--- config.mk ---
export PLATFORM = sky130hd
export DESIGN_NAME = lphd_hash
export DESIGN_NICKNAME = d
export VERILOG_FILES = /design/src/hdl/lphd_pkg.sv /design/src/hdl/lphd_hash.sv
export SDC_FILE = /design/constraint.sdc
export NUM_CORES = 1
export LEC_CHECK = 0
export CORE_ASPECT_RATIO = 0.9
export CORE_MARGIN = 3
export CORE_UTILIZATION = 60
export DETAILED_ROUTE_END_ITERATION = 10
export DONT_BUFFER_PORTS = 1
export PLACE_DENSITY = 0.74
export SYNTH_ARGS = -nofsm -noshare
export SYNTH_HDL_FRONTEND = slang
export SYNTH_SLANG_ARGS = --single-unit
--- constraint.sdc ---
create_clock -name clk -period 5 [get_ports clk]
set_clock_uncertainty 0.1 [all_clocks]
set_input_delay 0.5 -clock clk [delete_from_list [all_inputs] [get_ports clk]]
set_output_delay 0.5 -clock clk [all_outputs]
set_load 0.01 [all_outputs]
--- src/hdl/lphd_pkg.sv ---
// ----------------------------------------------------------------------------
// lphd_pkg
// Types and constants of the linear probe hash dictionary.
// ----------------------------------------------------------------------------
`timescale 1ns / 1ps
`default_nettype none
package lphd_pkg;
  localparam int TABLE_DEPTH = 256;
  localparam int IDX_W       = $clog2(TABLE_DEPTH);
  localparam int CNT_W       = IDX_W + 1;
  localparam int KEY_BYTES   = 8;
  localparam int KEY_W       = 8 * KEY_BYTES;
  localparam int VALUE_BITS  = 32;
  localparam int HASH_W      = 32;
  localparam int LEN_W       = 4;
  localparam int CFG_W       = 9;
  localparam int STEP_W      = $clog2(KEY_BYTES) + 1;
  localparam logic [HASH_W-1:0] HASH_SEED = 32'd5381;

  localparam logic [1:0] REQ_SET   = 2'd0;
  localparam logic [1:0] REQ_GET   = 2'd1;
  localparam logic [1:0] REQ_DEL   = 2'd2;
  localparam logic [1:0] REQ_CLEAR = 2'd3;

  localparam logic CFG_TABLE_SIZE = 1'b0;
  localparam logic CFG_KEY_LIMIT  = 1'b1;

  localparam logic [2:0] ST_INSERTED  = 3'd0;
  localparam logic [2:0] ST_UPDATED   = 3'd1;
  localparam logic [2:0] ST_FOUND     = 3'd2;
  localparam logic [2:0] ST_NOT_FOUND = 3'd3;
  localparam logic [2:0] ST_FULL      = 3'd4;
  localparam logic [2:0] ST_TOO_LONG  = 3'd5;
  localparam logic [2:0] ST_DELETED   = 3'd6;
  localparam logic [2:0] ST_CLEARED   = 3'd7;

  typedef struct packed {
    logic [1:0]            req_type;
    logic [KEY_W-1:0]      key;
    logic [VALUE_BITS-1:0] value;
  } req_t;

  typedef struct packed {
    logic [2:0]            status;
    logic [VALUE_BITS-1:0] found_value;
    logic [CNT_W-1:0]      entry_total;
  } rsp_t;

  typedef struct packed {
    logic [KEY_W-1:0]      key;
    logic [VALUE_BITS-1:0] value;
    logic [HASH_W-1:0]     hash;
  } entry_t;

  typedef struct packed {
    logic             we;
    logic             re;
    logic [IDX_W-1:0] waddr;
    logic [IDX_W-1:0] raddr;
    entry_t           wdata;
  } store_req_t;
endpackage
`default_nettype wire

--- src/hdl/lphd_hash.sv ---
// ----------------------------------------------------------------------------
// lphd_hash
// Key hash, one byte per cycle (h = h*33 + byte, zero bytes skipped).
// ----------------------------------------------------------------------------
`timescale 1ns / 1ps
`default_nettype none
module lphd_hash (
  input  wire logic                        clk,
  input  wire logic                        rst,
  input  wire logic                        start,
  input  wire logic [lphd_pkg::KEY_W-1:0]  key_in,
  output logic                             done,
  output logic [lphd_pkg::HASH_W-1:0]      hash
);
  logic                             running;
  logic [lphd_pkg::STEP_W-1:0]      cnt;
  logic [lphd_pkg::KEY_W-1:0]       sh;

  always_ff @(posedge clk) begin
    if (rst) begin
      running <= 1'b0;
      done    <= 1'b0;
    end else begin
      done <= 1'b0;
      if (start) begin
        running <= 1'b1;
        cnt     <= '0;
        sh      <= key_in;
        hash    <= lphd_pkg::HASH_SEED;
      end else if (running) begin
        if (sh[7:0] != 8'd0) begin
          hash <= (hash << 5) + hash + {{(lphd_pkg::HASH_W-8){1'b0}}, sh[7:0]};
        end
        sh  <= sh >> 8;
        cnt <= cnt + 1'b1;
        if (cnt == lphd_pkg::STEP_W'(lphd_pkg::KEY_BYTES - 1)) begin
          running <= 1'b0;
          done    <= 1'b1;
        end
      end
    end
  end
endmodule
`default_nettype wire

==> run metrics <==
CTS Buf Count=9; Clock Tree Buf Depth=2; final setup fails=0; I/O pins=100; Rel. slew slack=0.2267; H-tree depth=3; vias per inst=about 6.3; PortBufs=0; Seq/Total Area, Yosys=0.4893; number of max-cap violations=0; clock sink count=102; Least-Margin Pin Slew=around 1.2 ns; ys async rst share=0; Root Buffer=clkbuf_16; CTS tree=yes; dpl hpwl=roughly 9500 um; RSZ-0062 raised after global routing=false; final setup margin=1.590 ns; clk_lat worst skew=0.34 ns; arrival time worst endpoint=3.41 ns; NumNets Final=630; area of the multi-input gates=a little over 0.003 mm2; Vias=slightly below 4000; Initial Utilization=0.6301; cells after synthesis=505; syn avg cell area=12.31 um2; Hold-fix buffers, CTS=0; CTS clk-pin slew, worst paths=approximately 0.07 ns; Vert. Die Dim=102.6 um; max-slew violations=0; non-filler cells in the finished layout=631; routed len/inst=20.21 um; Iter 0 DRT Violations=265; Synth cell types=52; CP Data Required Time=5.00 ns; Leakage=2.452 nW; Cell Area, Synth=0.006218 mm2; minimum clock period=3.410 ns; YS warnings=0; Critical Path Source Type=flop; die footprint=around 0.012 mm2; largest net degree at the start of global routing=about 110; Remaining DRCs=0; post-CTS sizing=0; setup bufs post-CTS=0; Top FF cell, synth=edfxtp_1; CP Capture Type=flop; register area=about 0.0030 mm2; WL final=12760 um; Cells after DPL=between 600 and 700; core area=0.009869 mm2; Ant. Diodes=0; worst hold path class=in2reg; Setup CP Type=reg2reg; first-pass GRT wire length=a little over 20000 um; GRT overflow=0; die width=113.3 um; initial antenna violation count=0; total nets after synthesis=approximately 640; Area growth, synth to finish=6.258%; num rows=34; vias in the first global route=4009; DP Worst Slack=1.591 ns; setup TNS=0 ns; Final Cycle Share=0.6821; routability cong.=between 0.9 and 1; number of synthesized flops with an enable pin=100; Peak VDD IR=between 0.0002 and 0.00025 V; Final ANT Viol Nets=0; Critical Path Fanout Max=5; FILL cells=~760; pwr/cell area=457.1 mW/mm2; Fmax=slightly below 0.3 GHz; outcome=finished, final reports clean; share of layout cells above drive strength 1=0.1861; Global Route Usage Sum=0.2311; most frequent cells in the layout=edfxtp_1 (100), mux2_2 (63), ha_1 (59); router iterations before antenna repair=5; Final Hold Fails=0; most common cell after layout, fill and taps aside=edfxtp_1; #FFs+latches synth=102
[cells by family after synthesis]
group | after synthesis | synth area share
XOR/XNOR | 18 | 0.02535
multiplexers | 64 | 0.1165
buffers and inverters | 27 | 0.01670
flip-flops | 102 | 0.4893
AO/OA/AOI/OAI | 111 | 0.1250
AND/OR/NAND/NOR | 120 | 0.09558
adder cells (fa/ha/maj) | 63 | 0.1316
[flip-flops by register name (all words and copies together), names as in the netlist]
| register | flops |
|---|---|
| sh | 64 |
| hash | 32 |
| cnt | 4 |
| done | 1 |
| running | 1 |
[layout make-up]
class	instances	share of cell area
flip-flops and latches	102	0.4605
clock buffers	10	0.03465
multi-input cells	376	0.4671
inverters	10	0.005681
repair buffers	1	0.001136
well taps	126	0.02386
clock inverters	6	0.007006
[power breakdown]
group,internal (mW),total [mW],switching [mW]
clock network,0.343,0.658,0.315
registers,1.07,1.18,0.100
logic,0.486,1.19,0.702
[cell usage after synthesis (2+ instances only)]
| cell | instances | share of area |
|---|---|---|
| a21oi_1 | 40 | 0.032 |
| mux2_2 | 63 | 0.11 |
| ha_1 | 59 | 0.12 |
| xor2_1 | 6 | 0.0085 |
| nand3_1 | 6 | 0.0048 |
| a2111oi_4 | 3 | 0.013 |
| o31ai_1 | 2 | 0.0024 |
| nand2_1 | 22 | 0.013 |
| buf_2 | 2 | 0.0016 |
| nor4_1 | 3 | 0.0030 |
| and3_1 | 2 | 0.0020 |
| buf_1 | 4 | 0.0024 |
| o21a_1 | 7 | 0.0085 |
| nor3_1 | 16 | 0.013 |
| a21boi_0 | 2 | 0.0024 |
| nor2_1 | 36 | 0.022 |
| a21o_1 | 10 | 0.012 |
| a211oi_1 | 5 | 0.0060 |
| dfxtp_1 | 2 | 0.0064 |
| edfxtp_1 | 100 | 0.48 |
| clkbuf_1 | 11 | 0.0066 |
| fa_1 | 4 | 0.013 |
| o21bai_1 | 4 | 0.0048 |
| nand4_1 | 3 | 0.0030 |
| or2_2 | 3 | 0.0030 |
| and2_1 | 9 | 0.0091 |
| nor2b_1 | 11 | 0.011 |
| a31oi_1 | 2 | 0.0020 |
| o21ai_0 | 20 | 0.016 |
| inv_1 | 10 | 0.0060 |
| nand2b_1 | 3 | 0.0030 |
| o211ai_1 | 4 | 0.0048 |
| xnor2_1 | 12 | 0.017 |
[per-stage QoR]
stage | total power [mW] | util | cell area [um2] | hold slack, ns
6_report | 3.021 | 0.6695 | 6608 | 0.2487
5_1_grt | 3.221 | 0.6695 | 6608 | 0.2377
4_1_cts | 3.028 | 0.6695 | 6608 | 0.2354
3_5_place_dp | 2.363 | 0.6416 | 6332 | 0.3951
3_3_place_gp | 2.340 | 0.6416 | 6332 | 0.3709
2_1_floorplan | 2.107 | - | 6218 | 0.3635
[final timing paths]
check	startpoint	to	slack, ns	depth (start not counted)
setup / recovery	hash[0]	hash[22]	1.59	10
hold reg to reg	running	done	0.40	1
setup reg to reg	hash[0]	hash[22]	1.59	10
hold / removal	rst	done	0.25	1
[critical path: stages, from the launching register on]
cell and delay [ns]:
edfxtp_1 0.43, inv_1 0.09, fa_1 0.54, inv_1 0.05
ha_1 0.35, a21o_1 0.22, o21bai_1 0.21, a31oi_1 0.39
o21bai_1 0.21, a21boi_0 0.22, mux2_2 0.35
[routing by layer]
metal  track usage  wire length (um)  part of all wire
met1        0.3110              5584              0.44
met2        0.3579              5820              0.46
met3       0.07453              1090             0.085
met4       0.07948               259             0.020
met5             0                 0                 0
Note: power is estimated with default switching activity, not from simulation.
