### src/hdl/lphd_pkg.sv
// ----------------------------------------------------------------------------
// lphd_pkg
// Types and constants of the linear probe hash dictionary.
// ----------------------------------------------------------------------------
`timescale 1ns / 1ps
`default_nettype none
package lphd_pkg;
  localparam int TABLE_DEPTH = 256;
  localparam int IDX_W       = $clog2(TABLE_DEPTH);
  localparam int CNT_W       = IDX_W + 1;
  localparam int KEY_BYTES   = 8;
  localparam int KEY_W       = 8 * KEY_BYTES;
  localparam int VALUE_BITS  = 32;
  localparam int HASH_W      = 32;
  localparam int LEN_W       = 4;
  localparam int CFG_W       = 9;
  localparam int STEP_W      = $clog2(KEY_BYTES) + 1;
  localparam logic [HASH_W-1:0] HASH_SEED = 32'd5381;

  localparam logic [1:0] REQ_SET   = 2'd0;
  localparam logic [1:0] REQ_GET   = 2'd1;
  localparam logic [1:0] REQ_DEL   = 2'd2;
  localparam logic [1:0] REQ_CLEAR = 2'd3;

  localparam logic CFG_TABLE_SIZE = 1'b0;
  localparam logic CFG_KEY_LIMIT  = 1'b1;

  localparam logic [2:0] ST_INSERTED  = 3'd0;
  localparam logic [2:0] ST_UPDATED   = 3'd1;
  localparam logic [2:0] ST_FOUND     = 3'd2;
  localparam logic [2:0] ST_NOT_FOUND = 3'd3;
  localparam logic [2:0] ST_FULL      = 3'd4;
  localparam logic [2:0] ST_TOO_LONG  = 3'd5;
  localparam logic [2:0] ST_DELETED   = 3'd6;
  localparam logic [2:0] ST_CLEARED   = 3'd7;

  typedef struct packed {
    logic [1:0]            req_type;
    logic [KEY_W-1:0]      key;
    logic [VALUE_BITS-1:0] value;
  } req_t;

  typedef struct packed {
    logic [2:0]            status;
    logic [VALUE_BITS-1:0] found_value;
    logic [CNT_W-1:0]      entry_total;
  } rsp_t;

  typedef struct packed {
    logic [KEY_W-1:0]      key;
    logic [VALUE_BITS-1:0] value;
    logic [HASH_W-1:0]     hash;
  } entry_t;

  typedef struct packed {
    logic             we;
    logic             re;
    logic [IDX_W-1:0] waddr;
    logic [IDX_W-1:0] raddr;
    entry_t           wdata;
  } store_req_t;
endpackage
`default_nettype wire

### src/hdl/lphd_mod.sv
// ----------------------------------------------------------------------------
// lphd_mod
// Restoring remainder of a hash by the table size, one bit per cycle.
// ----------------------------------------------------------------------------
`timescale 1ns / 1ps
`default_nettype none
module lphd_mod (
  input  wire logic                        clk,
  input  wire logic                        rst,
  input  wire logic                        start,
  input  wire logic [lphd_pkg::HASH_W-1:0] dividend,
  input  wire logic [lphd_pkg::CNT_W-1:0]  divisor,
  output logic                             done,
  output logic [lphd_pkg::IDX_W-1:0]       rem
);
  localparam int BIT_W = $clog2(lphd_pkg::HASH_W);

  logic                          running;
  logic [BIT_W-1:0]              cnt;
  logic [lphd_pkg::HASH_W-1:0]   dv;
  logic [lphd_pkg::CNT_W-1:0]    dsr;
  logic [lphd_pkg::CNT_W-1:0]    trial;
  logic [lphd_pkg::CNT_W-1:0]    diff;

  always_comb begin
    trial = {rem, dv[lphd_pkg::HASH_W-1]};
    diff  = (trial >= dsr) ? (trial - dsr) : trial;
  end

  always_ff @(posedge clk) begin
    if (rst) begin
      running <= 1'b0;
      done    <= 1'b0;
    end else begin
      done <= 1'b0;
      if (start) begin
        running <= 1'b1;
        cnt     <= '0;
        dv      <= dividend;
        dsr     <= divisor;
        rem     <= '0;
      end else if (running) begin
        rem <= diff[lphd_pkg::IDX_W-1:0];
        dv  <= dv << 1;
        cnt <= cnt + 1'b1;
        if (cnt == BIT_W'(lphd_pkg::HASH_W - 1)) begin
          running <= 1'b0;
          done    <= 1'b1;
        end
      end
    end
  end
endmodule
`default_nettype wire

### config.mk
export PLATFORM = sky130hd
export DESIGN_NAME = lphd_mod
export DESIGN_NICKNAME = d
export VERILOG_FILES = /design/src/hdl/lphd_pkg.sv /design/src/hdl/lphd_mod.sv
export SDC_FILE = /design/constraint.sdc
export NUM_CORES = 1
export LEC_CHECK = 0
export BUFFER_PORTS_ARGS = -buffer_cell sky130_fd_sc_hd__clkbuf_2
export CELL_PAD_IN_SITES_DETAIL_PLACEMENT = 1
export CELL_PAD_IN_SITES_GLOBAL_PLACEMENT = 1
export CORE_UTILIZATION = 40
export DETAILED_ROUTE_END_ITERATION = 7
export HOLD_SLACK_MARGIN = 0.08
export PLACE_DENSITY_LB_ADDON = 0.08
export SLEW_MARGIN = 20
export SYNTH_ARGS = -nofsm -noshare
export SYNTH_HDL_FRONTEND = slang
export SYNTH_SLANG_ARGS = --single-unit
### constraint.sdc
create_clock -name clk -period 2.9 [get_ports clk]
set_input_delay 0.145 -clock clk [delete_from_list [all_inputs] [get_ports clk]]
set_output_delay 0.145 -clock clk [all_outputs]
set_load 0.01 [all_outputs]
==> parameters.txt, run 1 <==
Parameter                              Value

Worst setup path
  Number of buffers and inverters on the critical path    0
  Cell type with the highest occurrence count on the critical path    sky130_fd_sc_hd__a21oi_1
  Worst EP arrival    2330 ps
  Slowest-stage cell, CP    sky130_fd_sc_hd__edfxtp_1
  Largest stage delay on the critical path    430 ps
  Reg2reg setup slack    760 ps
  Largest delay share family, worst path    compound AO/OA/AOI/OAI gates
  Cells traversed along the worst timing path    ha_1 -> a21oi_1 -> a21oi_1 -> a211o_1 -> a311oi_1 -> o21a_1
  CP max FO    6
  Destination of the worst register-to-register timing path    rem[7]$_SDFFCE_PP0P_
  Startpoint kind of the worst setup timing path    flip-flop
  Levels on crit path    6
  Type of the worst setup path    reg -> reg
  Type of element capturing the critical path    flip-flop
  Critical R2R Launch    rem[1]$_SDFFCE_PP0P_
  Worst reg2reg path depth    6
  Req. time, crit path    3090 ps

Synth
  Count of different cell masters after synthesis    40
  Synthesized cell area    2725 um2
  Synth Register Bits    56
  Yosys warning total    0
  Cell count after synthesis    188
  Register area share after synthesis    60.97%
  Number of nets in the synthesized netlist    244
  Synthesized area per cell    14.50 um2

Drt
  Average via count per standard cell    5.298
  Initial detailed-routing violation count    103
  WL per Instance    16.96 um
  Via count of the routed design    1,759
  Pre-Repair DR Iteration Count    6
  Sum of routed wire length over all layers    5.630 mm
  DRC violation count after routing    4
  Post-detailed-route count of antenna-violating nets    0

STA
  Final worst path period need    2138 ps
  Final hold violation count    0
  Fin crit share    73.74%
  Number of max-slew violations in the final report    0
  Highest achievable clock rate    0.4676 GHz
  Worst clock skew on the final layout    12.17 ps
  Total negative slack for setup checks    0 ps
  Relative slew margins    63.30%
  Transition time at the pin with the least slew margin    549.3 ps
  Final worst-path setup slack    761.6 ps
  Count of endpoints failing setup in the final report    0
  Setup repair after global routing missed its margin    false

GRT
  Aggregate global routing overflow    0
  Maximum number of pins on one net before global-route repair    35
  Number of global-route vias before repair    1,860
  Overall fraction of global-route tracks in use    17.57%
  Antenna violations before repair    0
  First-pass GRT wire length    9.439 mm

Min path
  Kind of path behind the tightest hold check    in -> reg
  Worst Hold Launch    rst
  Worst Hold Depth    2
  Worst Hold Path EP    running$_SDFF_PP0_

Layout
  Number of nets in the layout    310
  Share of final-layout standard cells stronger than drive strength 1    39.22%
  Count of inserted antenna diode cells    0
  Area growth, synth to finish    20.48%
  Number of filler cells placed in the layout    690

CTS
  Clock tree from TritonCTS    built
  Clock-pin transition on the worst setup and hold timing paths    110 ps
  Maximum count of clock buffers along a single path    2
  Worst-skew pair later-pin latency    310 ps
  Quantity of gates resized following cts    0
  Number of clock buffers inserted by TritonCTS    5
  TritonCTS sink count    56
  H-Tree Level Count    2
  Cell chosen for the clock root    sky130_fd_sc_hd__clkbuf_8

Power
  Peak supply drop    0.0002694 V
  Seq pwr share    56.1%
  Sw Share    26.46%
  Part of the total power dissipated in combinational logic    18.8%
  Cell Int Power    1.289 mW
  Clock network power share    25.1%
  Power density over the cells    533.7 nW/um2
  Switching pwr    463.6 uW
  Reported leakage power    1.294 nW

Floorplan
  Top-level I/O count    53
  Vertical die dimension    84.54 um
  Number of rows created at floorplan    29
  Core Box Area    6459 um2
  Width of the die    84.54 um
  Initial Utilization    42.19%
  DIE AREA    7147 um2

Place
  Number of buffers inserted by port buffering    52
  DP Wirelength    4.122 mm
  Worst Setup Slack post-DPL    755.9 ps
  Routability congestion estimate    0.8669

Status
  Result of the run    finished with violations
  Failing checks    design-rule violations

Job
  Max capacitance violation total    0
-- worst register-to-register path, stage by stage, from the launching register on --
cell                       delay (ps)
sky130_fd_sc_hd__edfxtp_1         430
sky130_fd_sc_hd__ha_1             420
sky130_fd_sc_hd__a21oi_1          320
sky130_fd_sc_hd__a21oi_1          120
sky130_fd_sc_hd__a211o_1          300
sky130_fd_sc_hd__a311oi_1         270
sky130_fd_sc_hd__o21a_1           160
-- power groups by stage --
stage	Combinational, mW	Clock, mW	Sequential [mW]
after floorplan	0.215	0	0.999
after global placement	0.322	0	0.997
after detailed placement	0.324	0	1.00
after CTS	0.335	0.460	0.983
after global routing	0.367	0.485	0.990
final	0.330	0.440	0.982
-- kinds of logic after synthesis --
family / count (synthesis) / synth area share (%)
DFF: 56 / 60.97
AOI/OAI and AO/OA: 36 / 10.10
and+or+nand+nor: 33 / 6.704
muxes: 31 / 12.81
buffers and inverters: 16 / 2.342
adders and majority gates: 12 / 5.785
xor gates and xnor gates: 4 / 1.286
-- cell type report --
type	instances	area, um2	area share (%)
tap	77	96.34	2.934
inverter	11	41.29	1.258
clock buffer	5	68.82	2.096
clock inverter	3	22.52	0.6860
multi-input combinational	116	1007	30.68
sequential	56	1662	50.61
timing repair buffer	64	385.4	11.74
-- cell usage in the layout, fill, tap and decap left out, types with 2 or more instances in the layout --
cell type,Yosys,layout
sky130_fd_sc_hd__a211o_1,2,2
sky130_fd_sc_hd__a211oi_1,2,2
sky130_fd_sc_hd__a21oi_1,5,5
sky130_fd_sc_hd__buf_4,0,2
sky130_fd_sc_hd__clkbuf_2,0,52
sky130_fd_sc_hd__clkbuf_8,0,5
sky130_fd_sc_hd__dfxtp_1,2,2
sky130_fd_sc_hd__dlygate4sd3_1,0,9
sky130_fd_sc_hd__edfxtp_1,54,54
sky130_fd_sc_hd__ha_1,11,11
sky130_fd_sc_hd__inv_1,11,11
sky130_fd_sc_hd__mux2_2,31,31
sky130_fd_sc_hd__nand2_1,2,2
sky130_fd_sc_hd__nand3_1,5,5
sky130_fd_sc_hd__nor2_1,10,9
sky130_fd_sc_hd__nor2b_1,4,4
sky130_fd_sc_hd__nor3_1,2,2
sky130_fd_sc_hd__o211ai_1,2,2
sky130_fd_sc_hd__o21a_1,7,7
sky130_fd_sc_hd__o21ai_0,2,2
sky130_fd_sc_hd__o21ai_1,4,4
sky130_fd_sc_hd__o31ai_1,4,4
sky130_fd_sc_hd__or4_1,2,2
sky130_fd_sc_hd__xnor2_1,2,2
sky130_fd_sc_hd__xor2_1,2,2
-- repair_timing --
action,CTS,global route
hold buffers,9,0
endpoints found under the hold margin,9,0
setup buffers,0,0
-- cell usage after synthesis (all sizes together) --
library cell,n,area [um2]
edfxtp,54,1622
mux2,31,349.1
ha,11,137.6
inv,11,41.29
nor2,10,37.54
o21a,8,67.56
o21ai,6,30.03
a21oi,5,25.02
nand3,5,25.02
nor2b,4,25.02
o31ai,4,30.03
a211oi,3,27.52
buf,3,15.01
a211o,2,17.52
clkbuf,2,7.510
dfxtp,2,40.04
nand2,2,7.510
nand4,2,18.77
nor3,2,10.01
o211ai,2,15.01
or4,2,15.01
xnor2,2,17.52
xor2,2,17.52
a21boi,1,7.510
a21o,1,8.760
a311oi,1,8.760
and2,1,6.260
and3,1,6.260
fa,1,20.02
nand2b,1,6.260
nand3b,1,7.510
nor4bb,1,10.01
o21bai,1,18.77
o31a,1,8.760
o32a,1,10.01
or2b,1,7.510
-- metrics by stage --
stage,hold WS [ps],cell area [um2],utilization (%),power [mW],instances
global route,84.40,3283,50.83,1.842,332
detailed placement,324.6,3102,48.02,1.325,315
floorplan,217.8,2728,-,1.214,188
global placement,323.8,3102,48.02,1.319,315
CTS,83.56,3283,50.83,1.778,332
finish,96.97,3283,50.83,1.752,332
-- routing by layer --
metal  wire length, um  share of wire, %  global-route usage, %
met1              2399                43                  21.59
met2              2952                52                  31.26
met3               213               3.8                  3.343
met4                65               1.2                  5.547
met5                 0                 0                      0
-- sequential cells by signal, summed over array words and instances (netlist names) --
name / cells
cnt: 5
running: 1
dsr: 9
dv: 32
rem: 8
done: 1
-- worst max path at each step --
stage                                 to            startpoint  slack, ps
floorplan           cnt[0]$_SDFFCE_PP0P_                 start        560
global placement    rem[7]$_SDFFCE_PP0P_  rem[1]$_SDFFCE_PP0P_        760
detailed placement  rem[7]$_SDFFCE_PP0P_  rem[1]$_SDFFCE_PP0P_        760
CTS                 rem[7]$_SDFFCE_PP0P_  rem[1]$_SDFFCE_PP0P_        730
global route        rem[0]$_SDFFCE_PP0P_  rem[6]$_SDFFCE_PP0P_        590
finish              rem[7]$_SDFFCE_PP0P_  rem[1]$_SDFFCE_PP0P_        760
Power figures use the tool's default switching activity.
==> inputs of run 2 (changes only) <==
==> constraint.sdc (replaced) <==
create_clock -name clk -period 1.75 [get_ports clk]
set_input_delay 0.0875 -clock clk [delete_from_list [all_inputs] [get_ports clk]]
set_output_delay 0.0875 -clock clk [all_outputs]
set_load 0.01 [all_outputs]
==> run 2 against run 1 <==
  * The run ends with negative setup slack left
  * Count of clock-buffer cells in the layout increased by 1
  * First-iteration DRC count decreased by 79%
  * Core utilization increased by 10 points
  * Sequential power increased by 66%
  * Sequential share of layout area decreased by 8.6 points
  * Total power increased by 81%
  * Critical path type unchanged
  * Largest cell class unchanged
  * Highest routed layer unchanged
==> parameters.txt, run 2 (synthesized netlist as in run 1, its figures left out) <==
Parameter                              Value

CTS
  Clock-pin transition on the worst setup and hold timing paths    110 ps (about the same)
  Clock tree from TritonCTS    built
  Worst-skew pair later-pin latency    320 ps (about the same)
  Cell chosen for the clock root    sky130_fd_sc_hd__clkbuf_8
  Number of clock buffers inserted by TritonCTS    5 (unchanged)
  H-Tree Level Count    2 (unchanged)
  TritonCTS sink count    56 (unchanged)
  Maximum count of clock buffers along a single path    2 (unchanged)

Power
  Clock network power share    23.8% (-1.3 points)
  Seq pwr share    51.3% (-4.8 points)
  Power density over the cells    802.6 nW/um2 (+50%)
  Part of the total power dissipated in combinational logic    24.9% (+6.1 points)
  Sw Share    26.61% (+0.16 points)
  Switching pwr    845.0 uW (+82%)
  Cell Int Power    2.330 mW (+81%)
  Reported leakage power    1.579 nW (+22%)
  Peak supply drop    0.0004868 V (+81%)

Min path
  Kind of path behind the tightest hold check    in -> reg

Drt
  WL per Instance    16.25 um (-4.2%)
  Via count of the routed design    1,971 (+12%)
  Post-detailed-route count of antenna-violating nets    0 (unchanged)
  Initial detailed-routing violation count    22 (-79%)
  Sum of routed wire length over all layers    6.419 mm (+14%)
  DRC violation count after routing    0 (-4)
  Pre-Repair DR Iteration Count    4 (-2)
  Average via count per standard cell    4.990 (-5.8%)

Worst setup path
  Type of the worst setup path    reg -> reg
  CP max FO    6 (unchanged)
  Req. time, crit path    1900 ps (-1190 ps)
  Startpoint kind of the worst setup timing path    flip-flop
  Worst EP arrival    2100 ps (-230 ps)
  Type of element capturing the critical path    flip-flop

Layout
  Count of inserted antenna diode cells    0 (unchanged)
  Area growth, synth to finish    45.18%
  Filler-free cell count of the finished design    395 (+19%)
  Most common cell after layout, fill and taps aside    sky130_fd_sc_hd__edfxtp_1
  Number of nets in the layout    373 (+20%)
  Leading registers by flop count    dv x32, dsr x9, rem x8
  Share of final-layout standard cells stronger than drive strength 1    45.60% (+6.4 points)
  Top register by number of flip-flops    dv
  Number of filler cells placed in the layout    663 (-3.9%)
  Multi-input logic area    1109 um2 (+10%)
  Flip-flop count of the largest register, all copies and words added    32 (unchanged)
  Flip-flop and latch area    1662 um2 (unchanged)
  Highest-count cells in the layout ignoring fill and taps    54 x sky130_fd_sc_hd__edfxtp_1, 52 x sky130_fd_sc_hd__clkbuf_2, 41 x sky130_fd_sc_hd__dlygate4sd3_1

STA
  Hold Slack    91.09 ps (-5.888 ps)
  Count of endpoints failing setup in the final report    8 (+8)
  Worst clock skew on the final layout    5.897 ps (-6.275 ps)
  Setup repair after global routing missed its margin    true
  Final worst-path setup slack    -198.1 ps (-959.7 ps)
  Final worst path period need    1948 ps (-190.3 ps)
  Number of max-slew violations in the final report    0 (unchanged)
  Transition time at the pin with the least slew margin    344.6 ps (-204.7 ps)
  Final hold violation count    0 (unchanged)
  Highest achievable clock rate    0.5133 GHz (+9.8%)
  Fin crit share    111.3% (+38 points)
  Relative slew margins    76.98% (+14 points)

Place
  Placed instance count    341 (+8.3%)
  DP Wirelength    4.235 mm (+2.7%)
  Number of buffers inserted by port buffering    52 (unchanged)
  Routability congestion estimate    0.8216 (-5.2%)

GRT
  Number of global-route vias before repair    2,143 (+15%)
  Antenna violations before repair    0 (unchanged)
  First-pass GRT wire length    10.40 mm (+10%)
  Maximum number of pins on one net before global-route repair    34 (-2.9%)
  Aggregate global routing overflow    0 (unchanged)
  Overall fraction of global-route tracks in use    19.37% (+1.8 points)

Floorplan
  Top-level I/O count    53 (unchanged)
  Initial Utilization    42.19% (unchanged)
  Number of rows created at floorplan    29 (unchanged)
  Width of the die    84.54 um (unchanged)
  Core Box Area    6459 um2 (unchanged)
  Vertical die dimension    84.54 um (unchanged)
  DIE AREA    7147 um2 (unchanged)

Job
  Max capacitance violation total    0 (unchanged)

Status
  Failing checks    negative setup slack
  Result of the run    finished with violations
==> run 2: changes by cell type in the layout (fill, tap and decap cells not counted), moves of 4 or more <==
cell                            delta
sky130_fd_sc_hd__buf_4            +28
sky130_fd_sc_hd__dlygate4sd3_1    +32
sky130_fd_sc_hd__ha_1              -6
sky130_fd_sc_hd__ha_4              +6
sky130_fd_sc_hd__inv_1             -4
sky130_fd_sc_hd__inv_2             +4
==> run 2: through the flow <==
step | setup TNS, ps | area (um2) | utilization [%] | total power, mW | setup slack [ps]
floorplan | -562.5 | 2811 | - | 2.057 | -152.8
global placement | -1725 | 3385 | 52.40 | 2.315 | -258.1
detailed placement | -2031 | 3385 | 52.40 | 2.327 | -298.7
CTS | -1295 | 3910 | 60.54 | 3.177 | -200.2
global route | -1911 | 3956 | 61.26 | 3.325 | -302.6
finish | -1250 | 3956 | 61.26 | 3.175 | -198.1
==> run 2: worst max-delay path, cell delays in order, from the launching register on <==
cell	delay [ps]
sky130_fd_sc_hd__edfxtp_1	440
sky130_fd_sc_hd__ha_4	320
sky130_fd_sc_hd__nand4_4	110
sky130_fd_sc_hd__o21bai_4	190
sky130_fd_sc_hd__o21a_4	220
sky130_fd_sc_hd__or4_1	410
sky130_fd_sc_hd__o31ai_1	80
==> run 2: repair_timing <==
item / in CTS / in global routing
pin swaps: 4 / 6
setup buffers: 3 / 2
gates resized for setup: 8 / 5
cloned: 0 / 0
hold endpoints to repair: 41 / 1
hold buffers: 40 / 1
setup endpoints to repair: 8 / 8
==> run 2: worst paths after layout <==
path	start	end	slack [ps]	cells past startpoint
max	rem[4]$_SDFFCE_PP0P_	rem[1]$_SDFFCE_PP0P_	-200	6
min	dividend[30]	dv[30]$_DFFE_PP_	90	2
max reg2reg	rem[4]$_SDFFCE_PP0P_	rem[1]$_SDFFCE_PP0P_	-200	6
min reg2reg	running$_SDFF_PP0_	done$_SDFF_PP0_	480	1
==> run 2: area by class of cell <==
class | instances | share of cell area (%)
clock buffers | 6 | 1.834
clock inverters | 2 | 0.4428
well taps | 77 | 2.435
multi-input cells | 116 | 28.02
inverters | 11 | 1.044
repair buffers | 127 | 24.23
flip-flops and latches | 56 | 42.00
==> run 2: routing by layer <==
layer / GRT usage [%] / vias to the layer above / share of wire [%]
li1: - / 980 / -
met1: 21.88 / 952 / 41
met2: 36.88 / 33 / 55
met3: 3.736 / 6 / 2.8
met4: 5.547 / 0 / 1.1
met5: 0 / - / 0
==> run 2: power by group through the flow <==
stage | clock, mW | combinational [mW] | sequential, mW
2_1_floorplan | 0 | 0.398 | 1.66
3_3_place_gp | 0 | 0.659 | 1.66
3_5_place_dp | 0 | 0.669 | 1.66
4_1_cts | 0.784 | 0.763 | 1.63
5_1_grt | 0.820 | 0.864 | 1.64
6_report | 0.755 | 0.791 | 1.63
==> inputs of run 3 (changes only) <==
--- a/config.mk
+++ b/config.mk
@@ -5,10 +5,11 @@
 export SDC_FILE = /design/constraint.sdc
 export NUM_CORES = 1
 export LEC_CHECK = 0
+export ABC_AREA = 1
 export BUFFER_PORTS_ARGS = -buffer_cell sky130_fd_sc_hd__clkbuf_2
 export CELL_PAD_IN_SITES_DETAIL_PLACEMENT = 1
 export CELL_PAD_IN_SITES_GLOBAL_PLACEMENT = 1
-export CORE_UTILIZATION = 40
+export CORE_UTILIZATION = 38
 export DETAILED_ROUTE_END_ITERATION = 7
 export HOLD_SLACK_MARGIN = 0.08
 export PLACE_DENSITY_LB_ADDON = 0.08
==> run 3 against run 2 <==
  * The run still ends with negative setup slack left
  * Die area grew 15%
  * Synthesized cell count grew 77%
  * Routed wire length grew 20%
  * Register-to-register slack gained 160 ps
  * Global-route usage is essentially flat
  * Sequential cell count is the same
  * Largest power group unchanged
==> parameters.txt, run 3 <==
Parameter                              Value

Status
  Result of the run    finished with violations
  Failing checks    negative setup slack

STA
  Fin crit share    102.1% (-9.3 points)
  Transition time at the pin with the least slew margin    354.2 ps (+9.617 ps)
  Worst clock skew on the final layout    10.49 ps (+4.596 ps)
  Final worst-path setup slack    -35.91 ps (+162.2 ps)
  Setup repair after global routing missed its margin    true
  Final hold violation count    0 (unchanged)
  Final worst path period need    1786 ps (-162.2 ps)
  Number of max-slew violations in the final report    0 (unchanged)
  Highest achievable clock rate    0.5599 GHz (+9.1%)
  Relative slew margins    76.39% (-0.59 points)
  Count of endpoints failing setup in the final report    2 (-6)

Synth
  Synthesized area per cell    9.006 um2 (-38%)
  Number of nets in the synthesized netlist    389 (+59%)
  Yosys warning total    0 (unchanged)
  Count of different cell masters after synthesis    29 (-28%)
  Most numerous cell types in the synthesized netlist    145 x sky130_fd_sc_hd__nand2_1, 54 x sky130_fd_sc_hd__edfxtp_1, 28 x sky130_fd_sc_hd__inv_1, 16 x sky130_fd_sc_hd__nor2_1, 15 x sky130_fd_sc_hd__nand3_1
  Async set or reset register ratio after synthesis    0% (unchanged)
  Most instantiated library cell after synthesis    sky130_fd_sc_hd__nand2_1
  Synth area leader    sky130_fd_sc_hd__edfxtp_1
  Cell types with the largest area share after synthesis    sky130_fd_sc_hd__edfxtp_1 54%, sky130_fd_sc_hd__nand2_1 18%, sky130_fd_sc_hd__ha_1 4.6%
  Synth Register Bits    56 (unchanged)
  Register area share after synthesis    55.40% (-5.6 points)
  Number of enable-type register cells in the synthesized netlist    54 (unchanged)
  Post-synth top flop    sky130_fd_sc_hd__edfxtp_1
  Synthesized cell area    2999 um2 (+10%)
  Cell count after synthesis    333 (+77%)
  Area fraction of the dominant cell type after synthesis    54.07% (-5.4 points)

Drt
  Sum of routed wire length over all layers    7.705 mm (+20%)
  Post-detailed-route count of antenna-violating nets    0 (unchanged)
  WL per Instance    13.83 um (-15%)
  Pre-Repair DR Iteration Count    4 (unchanged)
  DRC violation count after routing    0 (unchanged)
  Via count of the routed design    2,550 (+29%)
  Initial detailed-routing violation count    73 (+230%)
  Average via count per standard cell    4.578 (-8.3%)

GRT
  Number of global-route vias before repair    2,645 (+23%)
  Aggregate global routing overflow    0 (unchanged)
  Overall fraction of global-route tracks in use    19.35% (about the same)
  First-pass GRT wire length    12.54 mm (+21%)
  Maximum number of pins on one net before global-route repair    46 (+35%)
  Antenna violations before repair    0 (unchanged)

Worst setup path
  Type of element capturing the critical path    flip-flop
  Req. time, crit path    1820 ps (-80 ps)
  Startpoint kind of the worst setup timing path    flip-flop
  Type of the worst setup path    reg -> reg
  CP max FO    2 (-4)
  Worst EP arrival    1860 ps (-240 ps)

Layout
  Number of nets in the layout    510 (+37%)
  Flip-flop count of the largest register, all copies and words added    32 (unchanged)
  Most common cell after layout, fill and taps aside    sky130_fd_sc_hd__nand2_1
  Count of inserted antenna diode cells    0 (unchanged)
  Share of final-layout standard cells stronger than drive strength 1    37.80% (-7.8 points)
  Area growth, synth to finish    46.06%
  Leading registers by flop count    dv x32, dsr x9, rem x8
  Top register by number of flip-flops    dv
  Filler-free cell count of the finished design    557 (+41%)
  Number of filler cells placed in the layout    921 (+39%)
  Highest-count cells in the layout ignoring fill and taps    127 x sky130_fd_sc_hd__nand2_1, 54 x sky130_fd_sc_hd__edfxtp_1, 52 x sky130_fd_sc_hd__clkbuf_2
  Post-Layout Inst Area    4380 um2 (+11%)

Floorplan
  Number of rows created at floorplan    32 (+10%)
  Width of the die    90.84 um (+7.5%)
  DIE AREA    8252 um2 (+15%)
  Vertical die dimension    90.84 um (+7.5%)
  Initial Utilization    39.01% (-3.2 points)
  Top-level I/O count    53 (unchanged)
  Core Box Area    7687 um2 (+19%)

Place
  Number of buffers inserted by port buffering    52 (unchanged)
  Placed instance count    500 (+47%)
  Worst Setup Slack post-DPL    -121.1 ps (+177.6 ps)
  Routability congestion estimate    0.7523 (-8.4%)
  Instance area after placement    3530 um2 (+4.3%)
  DP Wirelength    4.823 mm (+14%)

Power
  Power density over the cells    812.6 nW/um2 (+1.3%)
  Reported leakage power    2.056 nW (+30%)
  Peak supply drop    0.0003778 V (-22%)

CTS
  Clock tree from TritonCTS    built
  H-Tree Level Count    2 (unchanged)
  Clock-pin transition on the worst setup and hold timing paths    100 ps (about the same)
  TritonCTS sink count    56 (unchanged)
  Maximum count of clock buffers along a single path    2 (unchanged)
  Number of clock buffers inserted by TritonCTS    5 (unchanged)
  Worst-skew pair later-pin latency    300 ps (-20 ps)
  Cell chosen for the clock root    sky130_fd_sc_hd__clkbuf_8

Job
  Max capacitance violation total    0 (unchanged)

Min path
  Kind of path behind the tightest hold check    in -> reg
-- run 3: layout make-up --
type / instances / area, um2 / share of cell area, %
clock buffer: 6 / 72.57 / 1.657
clock inverter: 2 / 35.03 / 0.7998
inverter: 45 / 178.9 / 4.085
multi-input combinational: 224 / 1393 / 31.79
sequential: 56 / 1662 / 37.93
tap: 102 / 127.6 / 2.913
timing repair buffer: 122 / 912.1 / 20.82
-- run 3: layer usage --
| layer | track usage, % | vias up | part of all wire, % |
|---|---|---|---|
| li1 | - | 1288 | - |
| met1 | 23.40 | 1214 | 42 |
| met2 | 36.24 | 40 | 55 |
| met3 | 2.357 | 8 | 1.6 |
| met4 | 4.762 | 0 | 1.3 |
| met5 | 0 | - | 0 |
-- run 3: cell families (layout without fill, tap and decap cells) --
group	after synthesis	count (layout)	synth area share, %
DFF	56	56	55.40
adders and majority gates	12	12	5.257
buffers and inverters	53	175	7.175
xor gates and xnor gates	3	3	0.8763
and+or+nand+nor	202	202	29.95
AOI/OAI and AO/OA	7	7	1.335
-- run 3: metrics by stage --
stage	power, mW	hold slack (ps)	utilization, %	TNS (ps)
2_1_floorplan	2.155	186.4	-	0
3_3_place_gp	2.423	264.5	45.91	-266.5
3_5_place_dp	2.447	266.8	45.91	-773.8
4_1_cts	3.418	84.64	53.89	-1.787
5_1_grt	3.741	85.94	56.98	-665.3
6_report	3.560	82.85	56.98	-62.22
-- run 3: final timing paths --
check | start | endpoint | slack (ps) | cells after the start
worst max-delay path | dsr[0]$_DFFE_PP_ | rem[4]$_SDFFCE_PP0P_ | -40 | 8
worst min-delay path | dividend[4] | dv[4]$_DFFE_PP_ | 80 | 3
worst max register to register | dsr[0]$_DFFE_PP_ | rem[4]$_SDFFCE_PP0P_ | -40 | 8
worst min register to register | dv[2]$_DFFE_PP_ | dv[3]$_DFFE_PP_ | 520 | 2
-- run 3: critical path, cell delays in order (launching register included) --
cell and delay [ps]:
sky130_fd_sc_hd__edfxtp_1 420, sky130_fd_sc_hd__ha_4 190, sky130_fd_sc_hd__fa_2 410, sky130_fd_sc_hd__nor2_4 110, sky130_fd_sc_hd__nor2_1 60, sky130_fd_sc_hd__xor2_1 190
sky130_fd_sc_hd__nand2_2 80, sky130_fd_sc_hd__clkinv_1 60, sky130_fd_sc_hd__nor2_2 30
-- run 3: power breakdown --
part | switching (mW) | leakage, nW | internal (mW)
registers | 0.0454 | 0.538 | 1.60
clock network | 0.415 | 0.0552 | 0.426
logic | 0.573 | 1.46 | 0.501
total | 1.03 | 2.06 | 2.53
-- run 3: repair_timing --
| item | in CTS | in global routing |
|---|---|---|
| gates resized for setup | 12 | 47 |
| hold buffers | 39 | 0 |
| pin swaps | 7 | 15 |
| setup endpoints to repair | 8 | 8 |
| endpoints found under the hold margin | 39 | 0 |
| buffers inserted | 1 | 9 |
| gates cloned | 0 | 0 |
